`src/design/spq_pkg.sv`:
```
`default_nettype none

package spq_pkg;

    // queue geometry
    localparam int QUEUE_DEPTH = 16;
    localparam int TAG_BITS    = 16;
    localparam int CNT_W       = $clog2(QUEUE_DEPTH + 1);

    // field widths fixed by the interface
    localparam int PRIO_W = 16;
    localparam int TAGIO_W = 16;
    localparam int OCC_W  = 5;

    // command codes
    localparam logic FUNC_INSERT = 1'b0;
    localparam logic FUNC_REMOVE = 1'b1;

    typedef struct packed {
        logic                     func;
        logic signed [PRIO_W-1:0] priority_req;
        logic [TAGIO_W-1:0]       tag;
    } t_in;

    typedef struct packed {
        logic                     is_empty;
        logic signed [PRIO_W-1:0] front_priority;
        logic [TAGIO_W-1:0]       front_tag;
        logic [OCC_W-1:0]         occupancy;
        logic                     rejected;
    } t_out;

    // one stored entry
    typedef struct packed {
        logic signed [PRIO_W-1:0] prio;
        logic [TAG_BITS-1:0]      tag;
    } t_entry;

    // command broadcast to every cell
    typedef struct packed {
        logic   ins;
        logic   rem;
        t_entry ent;
    } t_cell_ctl;

    // incoming tag into stored width; upper bits would be dropped, but both widths are 16 bits
    function automatic logic [TAG_BITS-1:0] tag_store(input logic [TAGIO_W-1:0] t);
        logic [TAG_BITS-1:0] r;
        r = '0;
        for (int b = 0; b < TAG_BITS; b++) begin
            if (b < TAGIO_W) begin
                r[b] = t[b];
            end
        end
        return r;
    endfunction

    // stored tag back to port width
    function automatic logic [TAGIO_W-1:0] tag_show(input logic [TAG_BITS-1:0] t);
        logic [TAGIO_W-1:0] r;
        r = '0;
        for (int b = 0; b < TAGIO_W; b++) begin
            if (b < TAG_BITS) begin
                r[b] = t[b];
            end
        end
        return r;
    endfunction

    // low bits of the count for the occupancy field
    function automatic logic [OCC_W-1:0] occ_show(input logic [CNT_W-1:0] c);
        logic [OCC_W-1:0] r;
        r = '0;
        for (int b = 0; b < OCC_W; b++) begin
            if (b < CNT_W) begin
                r[b] = c[b];
            end
        end
        return r;
    endfunction

endpackage

`default_nettype wire

```
`src/design/spq_cell.sv`:
```
`default_nettype none

module spq_cell (
    input  wire                      i_clk,
    input  wire spq_pkg::t_cell_ctl  i_ctl,
    input  wire                      i_occ,
    input  wire                      i_left_keep,
    input  wire spq_pkg::t_entry     i_left_ent,
    input  wire spq_pkg::t_entry     i_right_ent,
    output spq_pkg::t_entry          o_ent,
    output spq_pkg::t_entry          o_next,
    output logic                     o_keep
);
    import spq_pkg::*;

    t_entry r_ent;
    t_entry n_ent;

    // entry stays in place when it is occupied and not after the new one
    assign o_keep = i_occ && (r_ent.prio <= i_ctl.ent.prio);

    // insert shifts right past the kept prefix, remove shifts left
    always_comb begin
        n_ent = r_ent;
        if (i_ctl.ins) begin
            if (o_keep) begin
                n_ent = r_ent;
            end else if (i_left_keep) begin
                n_ent = i_ctl.ent;
            end else begin
                n_ent = i_left_ent;
            end
        end else if (i_ctl.rem) begin
            n_ent = i_right_ent;
        end
    end

    always_ff @(posedge i_clk) begin
        r_ent <= n_ent;
    end

    assign o_ent  = r_ent;
    assign o_next = n_ent;

endmodule

`default_nettype wire

```
`src/design/sorted_priority_queue_core.sv`:
```
`default_nettype none

// Sorted priority queue, a row of compare-and-shift cells.
// Command channel: i_cmd is taken at a rising edge with start high and busy
// low. func selects insert (priority_req, tag) or removal of the front entry.
// Entries are kept in ascending signed priority; an insert lands after every
// entry of equal or lower priority, so equal priorities leave in arrival order.
// Result channel: o_valid pulses for one cycle with o_res, the queue state
// after the command: front entry (zero when empty), empty flag, occupancy and
// a rejected flag for an insert into a full queue.
// Latency: the result appears the cycle after the command transfer.
// Throughput: one command per cycle; busy stays low. Every cell compares its
// own priority with the new one and shifts in the same cycle, so the update
// is one compare in depth whatever the queue size.
// Reset empties the queue by clearing the entry count; cell contents are not
// cleared. The receiver cannot stall; each result is taken in its cycle.
module sorted_priority_queue_core (
    input  wire                i_clk,
    input  wire                i_rst_n,
    input  wire                start,
    output logic               busy,
    input  wire spq_pkg::t_in  i_cmd,
    output logic               o_valid,
    output spq_pkg::t_out      o_res
);
    import spq_pkg::*;

    logic [CNT_W-1:0] r_count;
    logic [CNT_W-1:0] n_count;
    logic             r_valid;
    t_out             r_res;
    t_out             n_res;
    t_cell_ctl        w_ctl;
    logic             w_accept;
    logic             w_full;
    logic             w_reject;

    t_entry w_ent  [QUEUE_DEPTH];
    t_entry w_next [QUEUE_DEPTH];
    logic   w_keep [QUEUE_DEPTH];

    // command decode
    assign busy     = 1'b0;
    assign w_accept = start && !busy;
    assign w_full   = (r_count == CNT_W'(QUEUE_DEPTH));
    assign w_reject = w_accept && (i_cmd.func == FUNC_INSERT) && w_full;

    always_comb begin
        w_ctl.ins      = w_accept && (i_cmd.func == FUNC_INSERT) && !w_full;
        w_ctl.rem      = w_accept && (i_cmd.func == FUNC_REMOVE) && (r_count != '0);
        w_ctl.ent.prio = i_cmd.priority_req;
        w_ctl.ent.tag  = tag_store(i_cmd.tag);
    end

    // cell row
    for (genvar i = 0; i < QUEUE_DEPTH; i++) begin : g_cell
        spq_cell u_cell (
            .i_clk       (i_clk),
            .i_ctl       (w_ctl),
            .i_occ       (CNT_W'(i) < r_count),
            .i_left_keep ((i == 0) ? 1'b1 : w_keep[(i == 0) ? 0 : i - 1]),
            .i_left_ent  (w_ent[(i == 0) ? 0 : i - 1]),
            .i_right_ent (w_ent[(i == QUEUE_DEPTH - 1) ? i : i + 1]),
            .o_ent       (w_ent[i]),
            .o_next      (w_next[i]),
            .o_keep      (w_keep[i])
        );
    end

    // entry count
    always_comb begin
        n_count = r_count;
        if (w_ctl.ins) begin
            n_count = r_count + CNT_W'(1);
        end else if (w_ctl.rem) begin
            n_count = r_count - CNT_W'(1);
        end
    end

    // result from the state after this command
    always_comb begin
        n_res.is_empty       = (n_count == '0);
        n_res.front_priority = n_res.is_empty ? '0 : w_next[0].prio;
        n_res.front_tag      = n_res.is_empty ? '0 : tag_show(w_next[0].tag);
        n_res.occupancy      = occ_show(n_count);
        n_res.rejected       = w_reject;
    end

    // control registers
    always_ff @(posedge i_clk) begin
        if (!i_rst_n) begin
            r_count <= '0;
            r_valid <= 1'b0;
        end else begin
            r_count <= n_count;
            r_valid <= w_accept;
        end
    end

    // result payload
    always_ff @(posedge i_clk) begin
        if (w_accept) begin
            r_res <= n_res;
        end
    end

    assign o_valid = r_valid;
    assign o_res   = r_res;

endmodule

`default_nettype wire

```
`config.mk`:
```
export PLATFORM = sky130hd
export DESIGN_NAME = sorted_priority_queue_core
export DESIGN_NICKNAME = d
export VERILOG_FILES = /design/src/design/spq_pkg.sv /design/src/design/spq_cell.sv /design/src/design/sorted_priority_queue_core.sv
export SDC_FILE = /design/constraint.sdc
export NUM_CORES = 2
export LEC_CHECK = 0
export ABC_AREA = 1
export BUFFER_PORTS_ARGS = -buffer_cell sky130_fd_sc_hd__buf_2
export CAP_MARGIN = 0
export CORE_MARGIN = 2
export CORE_UTILIZATION = 44
export CTS_BUF_LIST = sky130_fd_sc_hd__clkbuf_4 sky130_fd_sc_hd__clkbuf_8
export DETAILED_ROUTE_END_ITERATION = 8
export GPL_TIMING_DRIVEN = 0
export HOLD_SLACK_MARGIN = 0.06
export SETUP_SLACK_MARGIN = 0.2
export SLEW_MARGIN = 20
export SYNTH_ARGS = -nofsm -noshare
export SYNTH_HDL_FRONTEND = slang
export SYNTH_SLANG_ARGS = --single-unit
```
`constraint.sdc`:
```
create_clock -name i_clk -period 4.3 [get_ports i_clk]
set_input_delay 0.86 -clock i_clk [delete_from_list [all_inputs] [get_ports i_clk]]
set_output_delay 0.86 -clock i_clk [all_outputs]
set_load 0.01 [all_outputs]
```
Word-level counts from Yosys, hierarchy flattened:

Index checks and enable logic that the tools add are counted.

* register bits: 557
* input port bits: 36
* output and inout port bits: 41

* add/sub/neg operators: 2
* $lt $le $gt $ge: 32
* equal/unequal tests: 15
* muxes and demuxes: 62
* bitwise gates (word level): 2
* reductions and logical operators: 40

Operators by type and width (count)
* $mux 32: 60
* $le 16x16->1: 16
* $lt 4x5->1 const A: 8
* $reduce_and 2->1: 15
* $ne 2x2->1 const B: 14
* $logic_and 1x1->1: 21
* $lt 3x5->1 const A: 4
* $lt 1x5->1 const A: 2
* $lt 2x5->1 const A: 2
* $mux 5: 2
* $add 5x1->5 const B: 1
* $eq 5x5->1 const B: 1
* $logic_not 5->1: 1
* $reduce_bool 5->1: 1
* $sub 5x1->5 const B: 1
* $not 1->1: 2
* $reduce_bool 2->1: 1
* $logic_not 1->1: 1

Depth between registers and ports, before layout:

* word-level depth: 5
* gate-level depth with buffers: 20

By module:

From an unflattened synthesis, not the netlist that was laid out.

* cell total of the unflattened synthesis: 6828
* area total of the unflattened synthesis: 43510.5 sq um

By module, submodules not included
* spq_cell (g_cell[0].u_cell ...): times used 8, cells each 417, area each 2617.5 sq um, sequential area each 640.6 sq um
* spq_cell (g_cell[3].u_cell ...): times used 7, cells each 409, area each 2546.2 sq um, sequential area each 640.6 sq um
* spq_cell (g_cell[11].u_cell): times used 1, cells each 417, area each 2572.5 sq um, sequential area each 640.6 sq um
* sorted_priority_queue_core: times used 1, cells each 212, area each 2174.6 sq um, sequential area each 1291.2 sq um

Least setup slack after synthesis:

Ideal clock, no wire load.

* path kind: input to register
* start point: input i_cmd[21] (netlist bit)
* end point: register g_cell[15].u_cell.r_ent, in the netlist g_cell[15].u_cell.o_ent[0], enable pin
* setup time: 432 ps
* arrival: 4200 ps
* required time: 3868 ps
* slack: -332 ps
* cell stages on the path: 11
* buffers on the path: 1
* path through: inv_1 > clkbuf_1 > ha_1 > a21oi_1 > nor2_1 > a211oi_1 > nand2_1 > nand2_1 > a21o_1 > nand3_1 > a21oi_1

* longest elaborated chain between the ends: 4

Ends and longest elaborated chain
* start: declaration: RTL line sorted_priority_queue_core.sv:22 `input wire spq_pkg::t_in i_cmd,`
* $le 16x16->1: RTL line spq_cell.sv:20 `assign o_keep = i_occ && (r_ent.prio <= i_ctl.ent.prio);`
* $logic_and 1x1->1: RTL line spq_cell.sv:20
* $not 1->1 (no line)
* $reduce_and 2->1 (no line)
* end signal: assignment: RTL line spq_cell.sv:39 `r_ent <= n_ent;`
* end: declaration: RTL line spq_cell.sv:16 `t_entry r_ent;`

Every way passes these cells.
A chain may end at the register's enable or synchronous reset.

Final worst setup path:

* start point: input i_cmd[31] (netlist bit)
* end point: register g_cell[10].u_cell.r_ent, in the netlist g_cell[10].u_cell.o_ent[8], enable pin

* longest elaborated chain between the ends: 4

Ends and longest elaborated chain (RTL line)
* $le 16x16->1: spq_cell.sv:20
* $logic_and 1x1->1: spq_cell.sv:20
* $ne 2x2->1 (no line)
* $reduce_and 2->1 (no line)
* end signal: assignment: spq_cell.sv:39
* end: declaration: spq_cell.sv:16

Every way passes these cells.

==> results by group <==
Run status
  – Status: finished, final reports clean

Pwr
  – Tot Pwr: between 15 and 20 mW
  – Power Density: 465.4 nW/um^2
  – P_leak: 20.15 nW
  – Worst vdd ir: 0.2716 mV

Setup path
  – Max FO, Critical Path: 32
  – Worst R2R End: g_cell[14].u_cell.o_ent[21]
  – Worst path required time: approximately 4.7 ns
  – Worst r2r path cells: 12
  – Crit path launch type: input pin
  – Flop2flop setup slack: between 0.3 and 0.4 ns
  – CP endpoint kind: flop
  – CP Data Arrival Time: 4.41 ns
  – Worst R2R Start: r_count[0]
  – Crit path kind: in2reg

Timing
  – Measured slew at the worst slew-check pin: 1.287 ns
  – Fin. max-slew vios: 0
  – Max frequency: 0.2480 GHz
  – Hold Slack: ~0.33 ns
  – RSZ-0062 raised after global routing: true
  – Clk_skew: 0.03055 ns
  – Fin crit share: 93.79%
  – Post-layout minimum cycle time: around 4.0 ns
  – Final hold violation count: 0
  – Final setup viols: 0
  – Worst slew margin: between 10% and 20%

Clock network
  – Clk pin slew, worst setup/hold paths: 0.06 ns
  – Clk buf depth: 3
  – Clk_lat worst skew: roughly 0.73 ns
  – Clock sink count: between 500 and 600
  – CTS tree: done
  – CTS buffer count: 100
  – CTS root buf: clkbuf_8
  – H-Tree Level Count: 3

Place
  – Dpl cells: 6,022
  – I/O Buffers: between 70 and 80
  – Gpl congestion: 0.8810
  – DPL Wire Length: 99,010 um

Logic synthesis
  – Top post-synthesis cells by area: edfxtp_1 (43%), nand2_1 (17%), nand3_1 (14%)
  – Yosys Warn Count: 0
  – Ys flop type: edfxtp_1
  – Synthesized Nets: 5,155
  – EDFF count, synth: 519
  – Area leader, netlist: edfxtp_1
  – Yosys top cell area share: about 43%
  – Syn Inst Count: a little under 5,000
  – Most instantiated cells after synthesis: nand2_1 (1,703), nand3_1 (1,021), inv_1 (624), edfxtp_1 (519), ha_1 (259)
  – Synth cell types: 34
  – Avg Cell Area, Syn: 7.544 um^2
  – Seq cells post-synth: 557
  – Ys async rst share: 0%
  – Synthesized area: 36,660 um^2
  – Post-synthesis sequential area ratio: 44.59%
  – Top-count cell post-synth: nand2_1

Floorplanning
  – Initial Util: 44.58%
  – I/O pin cnt: 77
  – Core area: about 80,000 um^2
  – DIE HEIGHT: a little under 300 um
  – Die Wd: 292.7 um
  – Area of the die: 85,650 um^2
  – Row Count: 105

Detailed routing
  – Initial DRC count: around 3,400
  – # DRC: 0
  – Routed wire length: roughly 130,000 um
  – DRT Pass-1 Iters: 6
  – Via count: 34,040
  – Detail Route Antenna Nets: 0
  – Routed len/inst: ~21 um
  – Via-to-Cell Ratio: ~5.5

Layout
  – Fillers: 8,351
  – Final net count: 5,349
  – Register area: 16,350 um^2
  – Multi-input gate area: 17,020 um^2
  – Post-Layout Cell Count: 6,204
  – P&R area growth vs syn: 11.89%
  – Ratio of cells with drive above 1 in the final layout: 7.075%

Global routing
  – Initial antenna violation count: 9
  – Largest net degree at the start of global routing: 44
  – Vias in the first global route: 32,360
  – GRT Total Usage: between 20 and 30%
  – Global-route wire length before repair: 190,700 um
  – Total congestion overflow: 0

Min path
  – Endpoint, Worst Hold: o_valid
  – HP Class: in2reg
  – Hold wc startpoint: i_rst_n
  – Hold Crit Depth: 3

Job
  – Max-cap violations: 0
kinds of logic after synthesis:
family / count (synthesis) / synth area share [%]
and+or+nand+nor: 2867 / 33.13
other: 1 / 0.01023
xor gates and xnor gates: 3 / 0.07168
adders and majority gates: 259 / 8.839
DFF: 557 / 44.59
AOI/OAI and AO/OA: 254 / 3.740
buffers and inverters: 919 / 9.621
report_power, final:
group | switching [mW] | total (mW) | internal, mW
combinational | 4.09 | 5.93 | 1.84
clock | 2.42 | 5.20 | 2.77
sequential | 0.724 | 7.97 | 7.24
layer usage:
metal	track usage (%)	wire [um]	share of wire (%)
met3	5.327	10800	8.4
met1	38.56	52660	41
met5	0	0	0
met2	48.42	59330	46
met4	11.24	5146	4.0
flip-flops by register name (all words and copies together) (netlist names):
name,cells
r_count,5
o_valid,1
o_res,39
g_cell.u_cell.o_ent,512
critical path, cell delays in order:
cell and delay [ns]:
buf_2 0.19, clkinvlp_4 0.37, clkbuf_4 0.39, buf_16 0.22
ha_1 0.38, nand4_1 0.15, nor3_1 0.23, nand2_1 0.11
nand3_1 0.08, nand3_1 0.26, nand2_1 0.28, clkbuf_1 0.33
nand2_1 0.22, nand2_8 0.29
area by class of cell:
cell class | count | share of cell area (%)
sequential | 557 | 39.85
antenna | 3 | 0.01830
multi-input combinational | 3384 | 41.50
clock buffer | 147 | 4.337
buffer | 291 | 2.968
inverter | 628 | 5.756
timing repair buffer | 92 | 1.769
clock inverter | 32 | 0.5460
tap | 1070 | 3.264
stage by stage:
step,util (%),cell area [um^2],worst slack (ns),TNS [ns]
5_1_grt,49.87,41020,0.2001,0
4_1_cts,49.68,40860,0.1775,0
3_3_place_gp,46.71,38410,-2.062,-1627.30
6_report,49.88,41020,0.2672,0
3_5_place_dp,47.18,38800,-0.8177,-364.82
2_1_floorplan,-,36700,0.2941,0
worst max-delay path by stage:
| stage | startpoint | to | slack, ns | cells past startpoint |
|---|---|---|---|---|
| after floorplan | i_cmd[25] | g_cell[14].u_cell.o_ent[0] | 0.29 | 13 |
| after global placement | i_cmd[25] | g_cell[14].u_cell.o_ent[17] | -2.06 | 14 |
| after detailed placement | i_cmd[31] | g_cell[7].u_cell.o_ent[5] | -0.82 | 15 |
| after CTS | i_cmd[31] | g_cell[12].u_cell.o_ent[17] | 0.18 | 17 |
| after global routing | i_cmd[31] | g_cell[10].u_cell.o_ent[8] | 0.20 | 14 |
| final | i_cmd[31] | g_cell[10].u_cell.o_ent[8] | 0.27 | 14 |
what timing repair did:
item | in CTS | in global routing
setup buffers | 0 | 0
endpoints found under the setup margin | 416 | 416
hold buffers | 0 | 0
resized for setup | 12 | 39
placed cells by master (no fill, tap or decap), types with 4 or more instances in the layout:
cell      netlist  final
nand4_1        20     20
inv_2           4      4
nor2_1         97     97
o22ai_1        32     32
clkbuf_8        0    108
buf_4           8      8
o21a_1         10     10
a21oi_1       119    118
clkinv_1        0     15
buf_12          0     14
o21ai_0        71     71
clkbuf_2        0     28
buf_1          17     16
nor3_1         19     19
clkbuf_4        0     42
nand3_1      1021   1021
edfxtp_1      519    519
nand2_8         0     13
dfxtp_1        38     38
ha_1          259    259
nand2_1      1703   1688
a31oi_1         6      5
inv_1         624    623
buf_2          38    114
clkbuf_1      228    197
clkinv_2        0      9
o21ai_1         7      7
Note: power is estimated with default switching activity, not from simulation.
